===== src/sv/pwed_pkg.sv =====
package pwed_pkg;

  // Largest matrix the store holds.
  localparam int ROWS_MAX = 8;
  localparam int COLS_MAX = 64;

  // Index widths into the store; a row occupies a fixed stride of 2**COL_W.
  localparam int ROW_W = (ROWS_MAX > 1) ? $clog2(ROWS_MAX) : 1;
  localparam int COL_W = (COLS_MAX > 1) ? $clog2(COLS_MAX) : 1;
  localparam int ADDR_W = ROW_W + COL_W;
  localparam int STORE_DEPTH = 2 ** ADDR_W;

  // Field and register widths.
  localparam int SAMPLE_W = 16;
  localparam int ROW_CNT_W = 4;
  localparam int COL_CNT_W = 7;
  localparam int IDX_OUT_W = 3;
  localparam int ROOT_W = 20;
  localparam int CFG_IDX_W = 8;
  localparam int CFG_DATA_W = 7;
  localparam int OUT_DATA_W = 32;

  // Sum of squared differences and the square root datapath.
  localparam int DIFF_W = SAMPLE_W + 1;
  localparam int SQ_W = 2 * SAMPLE_W;
  localparam int SUM_W = SQ_W + COL_W;
  localparam int RAD_W = 2 * ROOT_W;
  localparam int REM_W = ROOT_W + 2;
  localparam int SQ_CNT_W = $clog2(ROOT_W);

  // Configuration register indexes.
  localparam logic [CFG_IDX_W-1:0] CFG_ROW_COUNT = CFG_IDX_W'(0);
  localparam logic [CFG_IDX_W-1:0] CFG_COLUMN_COUNT = CFG_IDX_W'(1);

  typedef enum logic [2:0] {
    ST_LOAD,
    ST_PAIR,
    ST_MAC,
    ST_DRAIN,
    ST_ROOT,
    ST_OUT
  } state_t;

  typedef struct packed {
    logic clr;
    logic vld;
  } mac_ctrl_t;

  typedef struct packed {
    logic busy;
    logic done;
  } sqrt_stat_t;

endpackage


===== src/sv/pwed_mac.sv =====
module pwed_mac
  import pwed_pkg::*;
(
  input  logic                       clk,
  input  logic                       rst_n,
  input  mac_ctrl_t                  ctl,
  input  logic signed [SAMPLE_W-1:0] a,
  input  logic signed [SAMPLE_W-1:0] b,
  output logic [SUM_W-1:0]           acc,
  output logic                       busy
);

  logic signed [DIFF_W-1:0]   diff;
  logic signed [2*DIFF_W-1:0] prod;
  logic [SQ_W-1:0]            sq_r;
  logic                       sq_v_r;
  logic [SUM_W-1:0]           acc_r;

  // The square of a difference of two 16-bit values always fits 32 bits.
  assign diff = DIFF_W'(a) - DIFF_W'(b);
  assign prod = diff * diff;

  always_ff @(posedge clk) begin
    if (!rst_n) begin
      sq_v_r <= 1'b0;
    end else begin
      sq_v_r <= ctl.vld;
    end
  end

  always_ff @(posedge clk) begin
    sq_r <= prod[SQ_W-1:0];
    if (ctl.clr) begin
      acc_r <= '0;
    end else if (sq_v_r) begin
      acc_r <= acc_r + SUM_W'(sq_r);
    end
  end

  assign acc = acc_r;
  assign busy = sq_v_r;

endmodule


===== config.mk =====
export PLATFORM = sky130hd
export DESIGN_NAME = pwed_mac
export DESIGN_NICKNAME = d
export VERILOG_FILES = /design/src/sv/pwed_pkg.sv /design/src/sv/pwed_mac.sv
export SDC_FILE = /design/constraint.sdc
export NUM_CORES = 1
export LEC_CHECK = 0
export ABC_CLOCK_PERIOD_IN_PS = 7600
export BUFFER_PORTS_ARGS = -buffer_cell sky130_fd_sc_hd__clkbuf_2
export CAP_MARGIN = 20
export CORE_UTILIZATION = 38
export DETAILED_ROUTE_END_ITERATION = 12
export HOLD_SLACK_MARGIN = 0.03
export SYNTH_ARGS = -nofsm -noshare
export SYNTH_HDL_FRONTEND = slang
export SYNTH_SLANG_ARGS = --single-unit

===== constraint.sdc =====
create_clock -name clk -period 7.6 [get_ports clk]
set_clock_uncertainty 0.1 [all_clocks]
set_input_delay 0.76 -clock clk [delete_from_list [all_inputs] [get_ports clk]]
set_output_delay 0.76 -clock clk [all_outputs]
set_load 0.02 [all_outputs]

## Word-level counts from Yosys, hierarchy flattened

Index checks and enable logic that the tools add are counted.

| word-level totals | value |
|---|---|
| bits in registers | 71 |
| input port bits | 36 |
| output and inout port bits | 39 |
| logic and storage cells | 6 |

| operators by class | value |
|---|---|
| add/subtract/negate cells | 2 |
| $mul | 1 |

Operators with widths:

| cell | number |
|---|---|
| adder 38 x 32 -> 38 bit | 1 |
| multiplier 17 x 17 -> 32 bit | 1 |
| subtractor 16 x 16 -> 17 bit | 1 |

## Longest topological paths before layout

| depth | value |
|---|---|
| word-level depth | 2 |
| gate-level depth with buffers | 35 |
| gate-level depth less buffers | 34 |

## Least setup slack after synthesis

Ideal clock, no wire load.

| timing | value |
|---|---|
| path type | input to register |
| from | in b[2] |
| to | reg sq_r[28] |
| library setup time | 0.072 ns |
| arrival time | 8.123 ns |
| required time | 7.428 ns |
| slack | -0.695 ns |
| stages | 32 |
| path buffers | 1 |
| cell sequence | inv_1 ha_1 nor2b_1 o31a_1 o41a_1 o41ai_4 nor2_1 o21ai_0 nand2b_1 xnor2_1 buf_2 nor2_1 fa_1 inv_1 fa_1 inv_1 fa_1 inv_1 fa_1 fa_1 fa_1 inv_1 ha_1 a21o_1 a21oi_1 nor2b_1 or2_2 or4_1 nand3_2 o22ai_1 o41ai_2 xnor2_1 |

| on the way | value |
|---|---|
| word-level cells in the longest chain between the ends | 2 |

RTL lines:

| element | line | source |
|---|---|---|
| start, declared | pwed_mac.sv:8 | `input logic signed [SAMPLE_W-1:0] b,` |
| subtractor 16 x 16 -> 17 bit | pwed_mac.sv:20 | `assign diff = DIFF_W'(a) - DIFF_W'(b);` |
| multiplier 17 x 17 -> 32 bit | pwed_mac.sv:21 | `assign prod = diff * diff;` |
| named net prod[28] | pwed_mac.sv:14 | `logic signed [2*DIFF_W-1:0] prod;` |
| end signal, assigned | pwed_mac.sv:32 | `sq_r <= prod[SQ_W-1:0];` |
| end, declared | pwed_mac.sv:15 | `logic [SQ_W-1:0] sq_r;` |

The timed path passes the listed nets, and every way through them passes these cells.
A chain may end at the register's enable or synchronous reset.

## Worst setup path in the final report

| timing | value |
|---|---|
| from | in a[0] |
| to | reg sq_r[28] |

| on the way | value |
|---|---|
| word-level cells in the longest chain between the ends | 2 |

RTL lines:

| element | line | source |
|---|---|---|
| start, declared | pwed_mac.sv:7 | `input logic signed [SAMPLE_W-1:0] a,` |
| subtractor 16 x 16 -> 17 bit | pwed_mac.sv:20 |  |
| multiplier 17 x 17 -> 32 bit | pwed_mac.sv:21 |  |
| named net prod[28] | pwed_mac.sv:14 |  |

The timed path passes the listed nets, and every way through them passes these cells.

==> impl_metrics.ini <==
[grt]
grt_start_max_net_pins = 40
antenna_found_initial = 0
grtUsageTotal = 0.187
grt_pass1_vias = 11400
grt_overflow = 0
grt_pass1_wl_mm = 54.5

[status]
violations = negative setup slack
status = finished, violations left

[clock_tree]
hold_buffers = 0
cts_max_level = 3
cts-root-buf = clkbuf_16
cts_tree = done
cts.reportedPaths.clkPinSlew_ns = 0.06
clock_latency_ns = 0.34
numCtsBuffers = 9
cts.sinks = 70
cts_buffer_depth = 2

[worst_setup_path]
startpoint_type = input port
critPathMaxFanout = 4
arrival_ns = 8.13
cp-end-kind = flop
crit_required_ns = 7.77
cp_common_cell = fa_1
slowest_delay_ns = 0.54
crit_family = adder cells
r2r-end = acc[29]
critical_path_class = in2reg
reg2reg_from = acc[6]
reg2reg_depth = 10
critPathBufInv = 6
r2r_setup_slack_ns = 4.54
crit_path_top_delay_cell = fa_1

[routing]
ant_nets = 0
dr_total_vias = 10600
wl_mm = 31.5
wl_per_cell_um = 14.0
dr.pass1.iters = 4
drc_errors = 0
drt_first_iter_violations = 399
vias_per_cell = 4.71

[timing]
rsz0062_at_grt = yes
holdWs_ns = 0.401
worstMarginPinSlew_ns = 0.978
setup_viol = 7
max_freq_mhz = 126
fin_ws_ns = -0.361
fin_crit_ns = 7.96
slew_violations = 0
final-hold-violation-count = 0
period_share = 1.05
slew_headroom = 0.348

[logic_synthesis]
synth_nets = 1922
ys_seq_elements = 70
ys_async_sr_fraction = 0
synth_area_um2 = 13400
synthDistinctLibCells = 60
netlist_instances = 1503
syn_area_per_cell_um2 = 8.94
synth_edf_count = 0
ys_warn_count = 0
synth-seq-area-share = 0.104
synth_flop_cell = dfxtp_1

[flow_run]
drv_cap = 0

[placement]
place.gp.congestion = 0.884
place_hpwl_mm = 27.5
portBuffers = 74

[layout]
nets = 2204
layout-drive-gt1-share = 0.236
area_delta_synth_final_pct = 25.7
antenna_cells = 0

[floorplanning]
start_util = 0.387
die_w_um = 190
ios = 75
core.rowCount = 68
die-area_um2 = 36100
die_h_um = 190
coreArea_um2 = 34700

[worst_hold_path]
worstHoldEndpoint = acc[31]
hp-class = reg2reg
min_from = acc[31]
hold_depth = 2
## per-layer routing
metal	part of all wire	vias to the layer above	track usage
li1	-	5219	-
met1	0.46	5149	0.244
met2	0.49	169	0.337
met3	0.031	35	0.0175
met4	0.014	0	0.0341
met5	0	-	0
## registers in the layout, summed over array words and instances, names as in the netlist
| register | count |
|---|---|
| acc | 38 |
| busy | 1 |
| sq_r | 31 |
## cell usage after synthesis (6+ instances only)
cell type / count / share of area
a31oi_1: 12 / 0.0056
or3_1: 8 / 0.0037
nor2_1: 169 / 0.047
o21a_1: 13 / 0.0073
a21o_1: 27 / 0.015
inv_1: 346 / 0.097
dfxtp_1: 70 / 0.10
nand2b_1: 10 / 0.0047
a211oi_1: 9 / 0.0050
clkinv_1: 7 / 0.0020
fa_1: 259 / 0.39
nor2b_1: 9 / 0.0042
nand2_1: 100 / 0.028
nor3_1: 21 / 0.0078
xor2_1: 21 / 0.014
mux2i_1: 22 / 0.016
ha_1: 124 / 0.12
nand3_1: 20 / 0.0074
xnor2_1: 65 / 0.042
clkbuf_1: 24 / 0.0067
a21oi_1: 55 / 0.020
nand4_1: 6 / 0.0028
o21ai_0: 29 / 0.011
## cell usage in the layout (no fill, tap or decap), drive strengths merged, types with 6 or more instances in the layout
cell / n
xor2: 22
dfxtp: 70
nand2b: 10
fa: 259
inv: 350
nand2: 100
or3: 8
ha: 124
a21oi: 55
a211oi: 9
nand3: 21
o21ai: 31
a21o: 27
xnor2: 65
mux2i: 22
buf: 228
nor3: 21
o21a: 13
nor2: 170
clkbuf: 84
nor2b: 9
clkinv: 8
a31oi: 13
nand4: 6
## worst max-delay path by stage
stage | slack [ns] | depth (start not counted) | from | to
after detailed placement | -0.95 | 34 | a[0] | sq_r[28]
after floorplan | -0.55 | 31 | a[0] | sq_r[28]
after global placement | -0.89 | 34 | a[0] | sq_r[28]
after CTS | -0.38 | 32 | a[0] | sq_r[28]
after global routing | -0.65 | 32 | a[0] | sq_r[28]
final | -0.36 | 32 | a[0] | sq_r[28]
## repair_timing
action	CTS	global route
resized for setup	43	43
pin swaps	28	38
setup buffers	10	11
endpoints found under the setup margin	13	14
## tightest hold or removal path, delay by kind of cell (launching register included)
kind             cells  cell delay (ns)
flip-flops           1             0.33
AO/OA/AOI/OAI        1             0.05
AND/OR/NAND/NOR      1             0.07
## logic make-up (layout without fill, tap and decap cells)
group,Yosys count,after routing,synth area share
AND/OR/NAND/NOR,364,364,0.116
XOR/XNOR,87,87,0.0573
adder cells (fa/ha/maj),383,383,0.501
AO/OA/AOI/OAI,189,189,0.0956
flip-flops,70,70,0.104
buffers and inverters,388,675,0.109
multiplexers,22,22,0.0164
## area by class of cell
cell class              instances  area [um^2]
well taps                     455          569
fillers                      3313        17800
repair buffers                302         2180
flip-flops and latches         70         1400
clock buffers                  10          239
clock inverters                 6          133
inverters                     357         1360
multi-input cells            1045        11000
## metrics by stage
stage	TNS (ns)	utilization	instances	cell area (um^2)	setup WS, ns
6_report	-1.36	0.487	2245	16900	-0.361
2_1_floorplan	-2.44	-	1503	13700	-0.546
4_1_cts	-1.77	0.479	2235	16600	-0.377
5_1_grt	-4.77	0.487	2245	16900	-0.647
3_3_place_gp	-8.17	0.461	2209	16000	-0.889
3_5_place_dp	-8.76	0.461	2209	16000	-0.947
Power is left out: the tool's default activity adds up to more than one toggle a clock period on the data nets, which glitch-free logic cannot reach.
