--- config.mk ---
export PLATFORM = sky130hd
export DESIGN_NAME = pwed_isqrt
export DESIGN_NICKNAME = d
export VERILOG_FILES = /design/src/sv/pwed_pkg.sv /design/src/sv/pwed_isqrt.sv
export SDC_FILE = /design/constraint.sdc
export NUM_CORES = 1
export LEC_CHECK = 0
export BUFFER_PORTS_ARGS = -buffer_cell sky130_fd_sc_hd__buf_4
export CAP_MARGIN = 25
export CORE_MARGIN = 3
export CORE_UTILIZATION = 45
export CTS_CLUSTER_DIAMETER = 200
export DETAILED_ROUTE_END_ITERATION = 6
export HOLD_SLACK_MARGIN = 0.15
export SKIP_CTS_REPAIR_TIMING = 1
export SYNTH_ARGS = -nofsm -noshare
export SYNTH_HDL_FRONTEND = slang
export SYNTH_SLANG_ARGS = --single-unit
--- constraint.sdc ---
create_clock -name clk -period 7.9 [get_ports clk]
set_clock_uncertainty 0.15 [all_clocks]
set_input_delay 0 -clock clk [delete_from_list [all_inputs] [get_ports clk]]
set_output_delay 0 -clock clk [all_outputs]
set_load 0.05 [all_outputs]
--- src/sv/pwed_pkg.sv ---
package pwed_pkg;

  // Largest matrix the store holds.
  localparam int ROWS_MAX = 8;
  localparam int COLS_MAX = 64;

  // Index widths into the store; a row occupies a fixed stride of 2**COL_W.
  localparam int ROW_W = (ROWS_MAX > 1) ? $clog2(ROWS_MAX) : 1;
  localparam int COL_W = (COLS_MAX > 1) ? $clog2(COLS_MAX) : 1;
  localparam int ADDR_W = ROW_W + COL_W;
  localparam int STORE_DEPTH = 2 ** ADDR_W;

  // Field and register widths.
  localparam int SAMPLE_W = 16;
  localparam int ROW_CNT_W = 4;
  localparam int COL_CNT_W = 7;
  localparam int IDX_OUT_W = 3;
  localparam int ROOT_W = 20;
  localparam int CFG_IDX_W = 8;
  localparam int CFG_DATA_W = 7;
  localparam int OUT_DATA_W = 32;

  // Sum of squared differences and the square root datapath.
  localparam int DIFF_W = SAMPLE_W + 1;
  localparam int SQ_W = 2 * SAMPLE_W;
  localparam int SUM_W = SQ_W + COL_W;
  localparam int RAD_W = 2 * ROOT_W;
  localparam int REM_W = ROOT_W + 2;
  localparam int SQ_CNT_W = $clog2(ROOT_W);

  // Configuration register indexes.
  localparam logic [CFG_IDX_W-1:0] CFG_ROW_COUNT = CFG_IDX_W'(0);
  localparam logic [CFG_IDX_W-1:0] CFG_COLUMN_COUNT = CFG_IDX_W'(1);

  typedef enum logic [2:0] {
    ST_LOAD,
    ST_PAIR,
    ST_MAC,
    ST_DRAIN,
    ST_ROOT,
    ST_OUT
  } state_t;

  typedef struct packed {
    logic clr;
    logic vld;
  } mac_ctrl_t;

  typedef struct packed {
    logic busy;
    logic done;
  } sqrt_stat_t;

endpackage

--- src/sv/pwed_isqrt.sv ---
module pwed_isqrt
  import pwed_pkg::*;
(
  input  logic              clk,
  input  logic              rst_n,
  input  logic              start,
  input  logic [SUM_W-1:0]  radicand,
  output logic [ROOT_W-1:0] root,
  output sqrt_stat_t        stat
);

  logic [RAD_W-1:0]    rad_r;
  logic [REM_W-1:0]    rem_r;
  logic [ROOT_W-1:0]   root_r;
  logic [SQ_CNT_W-1:0] cnt_r;
  logic                busy_r;
  logic                done_r;
  logic [REM_W-1:0]    rem_pre;
  logic [REM_W-1:0]    trial;
  logic                take;

  // One result bit per cycle: bring down two radicand bits and try 4*root+1.
  assign rem_pre = {rem_r[REM_W-3:0], rad_r[RAD_W-1 -: 2]};
  assign trial = {root_r, 2'b01};
  assign take = (rem_pre >= trial);

  always_ff @(posedge clk) begin
    if (!rst_n) begin
      busy_r <= 1'b0;
      done_r <= 1'b0;
      cnt_r <= '0;
    end else begin
      done_r <= 1'b0;
      if (start) begin
        busy_r <= 1'b1;
        cnt_r <= SQ_CNT_W'(ROOT_W - 1);
      end else if (busy_r) begin
        if (cnt_r == '0) begin
          busy_r <= 1'b0;
          done_r <= 1'b1;
        end else begin
          cnt_r <= cnt_r - 1'b1;
        end
      end
    end
  end

  always_ff @(posedge clk) begin
    if (start) begin
      rad_r <= RAD_W'(radicand);
      rem_r <= '0;
      root_r <= '0;
    end else if (busy_r) begin
      rad_r <= {rad_r[RAD_W-3:0], 2'b00};
      rem_r <= take ? (rem_pre - trial) : rem_pre;
      root_r <= {root_r[ROOT_W-2:0], take};
    end
  end

  assign root = root_r;
  assign stat.busy = busy_r;
  assign stat.done = done_r;

endmodule
== Word-level counts from Yosys, hierarchy flattened ==
Index checks and enable logic that the tools add are counted.

* Register bits: 87
* Input port bits: 41
* Word-level logic and storage cells: 31

* $add $sub $neg: 2
* $lt $le $gt $ge: 1
* Eq/ne operators: 1
* Mux-type cells: 10
* Bitwise operators: 3
* Reductions and logical operators: 6

{| class="wikitable"
|+ Operator list
! cell !! count
|-
| $mux 38 || 2
|-
| $ge 22x22->1 || 1
|-
| $mux 20 || 1
|-
| $sub 20x20->20 || 1
|-
| $mux 5 || 3
|-
| $logic_not 5->1 || 1
|-
| $sub 5x1->5 const B || 1
|-
| $mux 1 || 4
|-
| $reduce_and 2->1 || 2
|-
| $not 1->1 || 3
|-
| $reduce_or 3->1 || 1
|-
| $ne 2x2->1 const B || 1
|-
| $reduce_bool 2->1 || 1
|-
| $reduce_or 2->1 || 1
|}

== Logic depth before layout (Yosys ltp) ==
Gate-level depths: netlist of the first run.

* Word-level depth: 4
* Gate-level depth with buffers: 11
* Depth with buffers taken out: 9

== Worst setup path before layout of the first run ==
No wires, ideal clock.

* Path type: register -> register
* From: register root_r[0] (netlist: root[0])
* To: register rem_r[10]
* Setup time: 91 ps
* Data arrival time: 2661 ps
* Required time: 7659 ps
* Setup slack: 4998 ps
* Cell stages (with the launch flop): 10
* Buffers on the path: 0
* Period minus slack after synthesis: 2902 ps
* Path through: dfxtp_1 > inv_1 > ha_1 > nor2b_4 > o31a_4 > o31ai_4 > a21oi_2 > or4_1 > a31o_1 > a311oi_1

* Cells in the longest elaborated chain, start to end: 2
* Elaborated cells between the ends (all ways): 3
* Those cells by class: add/sub: 1; order compare: 1; mux: 1

{| class="wikitable"
|+ RTL lines
! item !! RTL line !! text
|-
| start, declared || pwed_isqrt.sv:14 || <nowiki>logic [ROOT_W-1:0] root_r;</nowiki>
|-
| start signal, assigned || pwed_isqrt.sv:56 || <nowiki>root_r <= {root_r[ROOT_W-2:0], take};</nowiki>
|-
| $sub 20x20->20 or $ge 22x22->1 (tied branches) || pwed_isqrt.sv:55, pwed_isqrt.sv:25 ||
|-
| $mux 20 * || pwed_isqrt.sv:55 || <nowiki>rem_r <= take ? (rem_pre - trial) : rem_pre;</nowiki>
|-
| end signal, assigned || pwed_isqrt.sv:55 ||
|-
| end, declared || pwed_isqrt.sv:13 || <nowiki>logic [REM_W-1:0] rem_r;</nowiki>
|}

Every way passes the cells marked *; elsewhere a longest branch is shown, timed or not.
A chain may end at the register's enable or synchronous reset.

== Worst setup path in the final report of the first run ==
* From: register root_r[7] (netlist: root[7])
* To: register rem_r[17]

The elaborated chain is that of the path after synthesis.

==> results, run 1 <==
- Once the floorplan was initialized, standard cells occupied 46.70% of the core.
- The site row count is 37.
- The horizontal extent of the die is 110.0 um.
- Timing would allow up to 354.1 MHz.
- The number of endpoints with negative hold slack in the final report is 0.
- The net switching fraction of the power is 32.35%.
- The minimum clock period is 2.824 ns.
- The initial antenna violation count is 0.
- The worst setup path is captured at a flip-flop.
- The data arrival at the endpoint of the critical path is 2.92 ns.
- The layout cell share with drive strength beyond 1 is 23.85%.
- The flow ran to the end, and the final reports show no timing, DRC or antenna violations.
- The final weighted congestion of routability-driven global placement is 0.8448.
- Measured against its own limit, the worst slew margin works out to 37.20%.
- The global-route wire length before repair is 16130 um.
- For this design the top-level I/O count stands at 63.
- The die footprint is 12090 um2.
- The sum of routed wire length over all layers is 9673 um.
- The number of flops mapped to enable cells by yosys is 38.
- For this run, the post-layout net count is 626.
- The tightest min-delay check is of the primary input to flip-flop type.
- The worst path uses 35.75% of the clock period.
- The maximum vdd drop is 0.0001245 V.
- The internal power of the cells totals 0.9786 mW.
- Across the run, the number of max-cap violations was 0.
- The synthesized design contains 87 register bits.
- The top cell type's share of synthesized area is 23.46%.
- After detailed routing, the number of remaining DRC violations is 0.
- Summing the sequential cell areas from Yosys gives 43.62% of the chip area.
- In this run, CTS created clock tree buffers numbering 9.
- At the pin with the least slew margin, the transition time is 0.9421 ns.
- STA classifies the critical path startpoint as a flip-flop.
- The analysis attributes to cell leakage a power of 2.389 nW.
- Synthesis produced a netlist whose cell count is 471.
- The routed via count divided by cell count is 5.306.
- In this run the power spent charging and discharging nets is 0.4679 mW.
- Summed over all nets, the half-perimeter wirelength after detailed placement is 6397 um.
- The dominant register cell in the synthesized netlist is sky130_fd_sc_hd__dfxtp_1.
- At the later pin of the worst-skew pair, clock insertion delay measures 0.35 ns.
- Leaving out filler cells and counting taps, the final layout contains 702.
- In this run, the combinational gates consume 34.4% of the power.
- The proportion of synthesized flip-flops having asynchronous set or reset is 0%.
- The relative area change from synthesis to final layout is 23.38%.
- The total track usage is 16.67%.
- Registers are responsible for 37.3% of the overall power.
- The via count of the first global-routing pass is 3561.
- The remaining global-route overflow is 0.
- Detailed routing inserted a total of 3725 vias.
- Sorting the synthesized cells by area gives the leading types as sky130_fd_sc_hd__edfxtp_1 (23%), sky130_fd_sc_hd__dfxtp_1 (20%), sky130_fd_sc_hd__mux2_2 (8.3%).
- The average cell area after synthesis is 10.33 um2.
- Leaving out fill and tap cells, the most frequent cell in the layout is sky130_fd_sc_hd__buf_4.
- Clock-pin slew was measured on the worst setup and hold paths at 0.09 ns.
- The number of DRC violations after detailed-routing iteration 0 is 146.
- Leaving out fill and tap cells, the most frequent cells in the layout are sky130_fd_sc_hd__buf_4 (64), sky130_fd_sc_hd__nor2_1 (55), sky130_fd_sc_hd__dfxtp_1 (48).
- The longest clock path from root to sink contains 2 buffers.
- The maximum number of pins on one net before global-route repair is 85.
- Dividing the detail-routed wire length by the instance count gives 13.78 um.
- The quantity of I/O buffers inserted on ports is 62.
- The die is 110.0 um tall.
- The Yosys step of the flow raised 0 warnings.
- The number of iterations in the first detailed-routing pass is 6.
- The floorplan step defined a core boundary enclosing 10420 um2.
- After routing, the total negative slack on setup checks comes to 0 ns.
- The core utilization of the finished layout is 57.62%.
- The number of failing setup endpoints in the final timing report is 0.
- The max-slew violation total from the final report is 0.
- The worst setup path is of the flip-flop to flip-flop kind.
- Setup repair after global routing left no endpoint under its margin.
- The final antenna-violating net count is 0.
- Clock tree synthesis found a total of 87 sinks.
- The synthesized design spends more area on one cell type than any other, namely sky130_fd_sc_hd__edfxtp_1.
- In this run the worst path has a maximum fanout of 24.
- The part of the total power dissipated in the clock network is 28.2%.
- The setup check on the worst reg-to-reg path leaves a slack of 5.08 ns.
- After layout, the worst setup slack is 5.076 ns.
- Synthesis instantiated 67 different standard cells from the library.
- The cell sitting at the root of the clock tree is a sky130_fd_sc_hd__clkbuf_8.
- Timing analysis after detailed placement gives a worst setup slack of 5.081 ns.
- The overall power is 1.447 mW.
- Dividing total power by cell area gives a power density of 241.0 nW/um2.
- The H-tree was split into 3 levels.
- The mapped netlist covers 4865 um2.
- Data on the critical path is required at its endpoint by 8.00 ns.
- The number of antenna diodes in the final layout is 0.
- The CTS tree is yes.
- The number of nets in the synthesized netlist is 536.
- The number of placed instances with taps included is 646.
-- power groups by stage --
| stage | sequential (mW) | clock, mW | combinational [mW] |
|---|---|---|---|
| after floorplan | 0.546 | 0 | 0.408 |
| after global placement | 0.550 | 0 | 0.476 |
| after detailed placement | 0.550 | 0 | 0.483 |
| after CTS | 0.540 | 0.421 | 0.485 |
| after global routing | 0.546 | 0.438 | 0.559 |
| final | 0.540 | 0.408 | 0.498 |
-- path summary, 6_finish.rpt --
| check | startpoint | endpoint | cells past startpoint |
|---|---|---|---|
| setup / recovery | root[7] | rem_r[17] | 9 |
| hold / removal | rst_n | cnt_r[1] | 3 |
| setup reg to reg | root[7] | rem_r[17] | 9 |
| hold reg to reg | rem_r[18] | rem_r[18] | 2 |
-- state kept, by name, indices dropped and copies added, names as in the netlist --
register	count
rem_r	20
done_r	1
root	20
busy_r	1
rad_r	40
cnt_r	5
-- worst max-delay path: stages (launching register included) --
cell,delay (ns)
sky130_fd_sc_hd__dfxtp_1,0.38
sky130_fd_sc_hd__inv_1,0.06
sky130_fd_sc_hd__ha_1,0.39
sky130_fd_sc_hd__a211o_1,0.35
sky130_fd_sc_hd__a21oi_1,0.16
sky130_fd_sc_hd__o211ai_1,0.16
sky130_fd_sc_hd__a211oi_2,0.34
sky130_fd_sc_hd__a21o_4,0.35
sky130_fd_sc_hd__nor3_1,0.10
sky130_fd_sc_hd__o31a_1,0.28
-- kinds of logic (layout without fill, tap and decap cells) --
kind of cell	after synthesis	count (layout)	synth area share [%]
AO/OA/AOI/OAI	91	91	15.36
buffers and inverters	58	153	6.275
XOR/XNOR	14	14	2.521
flip-flops	87	87	43.62
AND/OR/NAND/NOR	139	139	13.19
adder cells (fa/ha/maj)	24	24	6.173
multiplexers	58	58	12.86
-- layer usage --
layer,vias to the layer above,track usage (%),wire (um)
met5,-,0,0
met4,0,7.658,222
met3,19,4.019,346
met2,72,26.95,4606
met1,1753,21.04,4498
li1,1881,-,-
-- stage by stage --
step,hold slack [ns],cell area (um2)
after floorplan,-0.03255,4865
after global placement,0.09632,5335
after detailed placement,0.1076,5335
after CTS,-0.2782,5602
after global routing,0.2977,6002
final,0.2889,6002
-- layout make-up --
cell class / instances / area (um2)
sequential: 87 / 2123
clock inverter: 7 / 142.6
multi-input combinational: 326 / 2437
tap: 136 / 170.2
timing repair buffer: 104 / 880.8
clock buffer: 9 / 123.9
fill: 936 / 4414
inverter: 33 / 123.9
-- cells in the mapped netlist, types with 6 or more instances --
library cell and instances:
sky130_fd_sc_hd__ha_1 24, sky130_fd_sc_hd__a311oi_1 10, sky130_fd_sc_hd__nor2_1 55, sky130_fd_sc_hd__dfxtp_1 49
sky130_fd_sc_hd__nor3_1 11, sky130_fd_sc_hd__xor2_1 8, sky130_fd_sc_hd__inv_1 33, sky130_fd_sc_hd__nand2_1 38
sky130_fd_sc_hd__clkbuf_1 6, sky130_fd_sc_hd__edfxtp_1 38, sky130_fd_sc_hd__o21a_1 7, sky130_fd_sc_hd__a21oi_1 15
sky130_fd_sc_hd__xnor2_1 6, sky130_fd_sc_hd__o21ai_0 12, sky130_fd_sc_hd__mux2_2 36, sky130_fd_sc_hd__mux2i_1 22
No activity file was read; power rests on OpenSTA's default activity.
==> run 2: changes to the inputs <==
clock period = 2.6 ns   (was 7.9 ns; I/O delays follow)
==> run 2 against run 1 <==
Largest cell class unchanged; utilization rose by 5.5 points; the run now ends with setup timing left; maximum frequency rose by 6.7%; power rose to 3.3 times the previous value.
==> results, run 2 (synthesis results as in run 1) <==
- The CTS root buffer is sky130_fd_sc_hd__clkbuf_8.
- The final antenna-violating net count is 0.
- The initial cell density of the core is 46.70%.
- The library cell used most frequently in the layout, excluding fill and tap cells, is sky130_fd_sc_hd__buf_4.
- The signal on the critical path passes through inv_4 > ha_4 > nor2b_4 > o31a_4 > o31ai_4 > a2111o_1 > buf_6 > a21o_4 > nand2_2 > a311oi_2.
- In the layout the commonest cells are sky130_fd_sc_hd__buf_4 (104), sky130_fd_sc_hd__nor2_1 (54), sky130_fd_sc_hd__dlygate4sd3_1 (40).
- After detailed routing, the total wire length is 11100 um.
- After detailed routing, the number of remaining DRC violations is 0.
- The sink count of the clock tree is 87.
- The CTS tree is yes.
- rad_r holds more flip-flops than any other register.
- The summed area of non-filler cells in the final layout is 6573 um2.
- Entering global routing, the biggest net connects 69 pins.
- The largest stage delay on the critical path is 0.37 ns.
- Across the run, the number of max-cap violations was 0.
- The type of the worst min-delay path is primary input to flip-flop.
- Setup repair after global routing could not meet its margin everywhere.
- Global routing consumed, over all layers together, 17.51% of the routing resources.
- The run finished, with violations left.
- For the worst-skew pair, the clock arrives at the later sink with an insertion delay of 0.37 ns.
- At the worst endpoint, the required time is 2.72 ns.
- The clock transition time at the flip-flop clock pins of the worst setup and hold paths is 0.09 ns.
- The global-route wire length before repair is 16800 um.
- The max-slew violation total from the final report came to 0.
- The final reports fail on setup timing.
- The smallest clock period supported by the final layout is computed as 2.646 ns.
- In this run the power density over the cells is 720.3 nW/um2.
- The worst slack on hold paths is 0.2762 ns.
- The critical path in this run is classified as flip-flop to flip-flop.
- The layout cell share with drive strength beyond 1 is 37.72%.
- The data arrival at the endpoint of the critical path is 2.77 ns.
- After layout, the worst setup slack is -0.04577 ns.
- The final weighted congestion of routability-driven global placement is 0.8399.
- The quantity of I/O buffers inserted on ports is 62.
- The slew at the pin with the worst max-slew slack is 0.5552 ns.
- The leakage power is 2.644 nW.
- The final critical path takes up 101.8% of the cycle.
- Before antenna repair, the detailed router went through 4 iterations.
- The register with the most flip-flops in the layout has 40 of them.
- The via count of the first global-routing pass was 3679.
- Dividing the detail-routed via count by the number of cells gives 5.260.
- The critical path endpoint category is a flip-flop.
- The element type at the critical path start is a flip-flop.
- The clock passes through at most 2 buffers.
- The wire-length estimate of the detail-placed layout is 7014 um.
- Summed over all layers, the global routing overflow is 0.
- The number of antenna diodes in the final layout is 0.
- The number of endpoints with negative hold slack in the final report is 0.
- 63 I/O pins were placed.
- The initial antenna violation count is 0.
- The largest driver fanout on the critical path is 6.
- The number of buffers inserted during clock tree synthesis is 9.
- The region available for standard cell placement spans 10420 um2.
- The routed length per placed instance is 14.78 um.
- The final net count is 675.
- The horizontal extent of the die is 110.0 um.
- The floorplan has 37 rows.
- The worst pin sits at a relative slew slack of 62.98%.
- The worst setup timing slack at the placement stage is -0.06034 ns.
- For this run, the top clock speed supported by timing is 378.0 MHz.
- Compared with the post-synthesis result, the final layout area differs by 35.11%.
- The number of failing setup endpoints in the final timing report is 10.
- The critical-path cell with the highest stage delay is sky130_fd_sc_hd__dfxtp_4.
- The detailed router placed 3950 vias in this run.
- From bottom edge to top edge, the die measures 110.0 um.
- The standard cell area after detailed placement is 5664 um2.
- The die footprint is 12090 um2.
- The number of H-tree branching levels is 3.
- The first routing iteration left 149 violations.
- The maximum vdd drop is 0.0003775 V.
-- run 2: changes by cell type in the layout (fill, tap and decap cells not counted), sizes merged --
cell      previous run  this run
buf                 64       111
a21o                 6         8
clkinv               1         3
inv                 35        36
bufinv               4         0
clkinvlp             0         1
-- run 2: per-stage QoR --
stage / total power, mW / TNS (ns) / util [%] / cells
after global routing: 5.035 / -1.482 / 63.10 / 751
after detailed placement: 3.351 / -0.1479 / 54.38 / 682
final: 4.734 / -0.2058 / 63.10 / 751
after global placement: 3.319 / 0 / 54.38 / 682
after CTS: 4.281 / -0.2785 / 56.22 / 698
after floorplan: 2.905 / 0 / - / 471
-- run 2: layout make-up --
type                    count  area [um2]
clock inverters             7       67.56
fillers                   841        3844
repair buffers            151        1269
clock buffers               9       123.9
inverters                  33       126.4
well taps                 136       170.2
flip-flops and latches     87        2158
multi-input cells         328        2658
-- run 2: routing by layer --
metal | share of wire, % | global-route usage [%] | up-vias
met5 | 0 | 0 | -
met4 | 1.6 | 7.213 | 0
met3 | 4.1 | 4.659 | 16
met2 | 48 | 27.90 | 80
met1 | 46 | 22.51 | 1873
li1 | - | - | 1981
-- run 2: path summary, 6_finish.rpt --
kind                  start         to  slack, ns  cells past startpoint
hold / removal        rst_n   cnt_r[1]       0.28                      3
setup reg to reg    root[0]  rem_r[12]      -0.05                     10
setup / recovery    root[0]  rem_r[12]      -0.05                     10
hold reg to reg   rad_r[36]  rad_r[38]       0.35                      2
-- run 2: worst max-delay path: cells and delay by family (launching register included) --
| kind | cells | cell delay [ns] |
|---|---|---|
| AO/OA/AOI/OAI | 5 | 1.42 |
| flip-flops | 1 | 0.37 |
| adder cells (fa/ha/maj) | 1 | 0.24 |
| AND/OR/NAND/NOR | 2 | 0.19 |
| buffers and inverters | 2 | 0.18 |
-- run 2: report_power, final --
part / switching, mW / internal, mW / total, mW
Clock: 0.544 / 0.370 / 0.915
Sequential: 0.0759 / 1.57 / 1.64
Combinational: 1.11 / 1.07 / 2.18
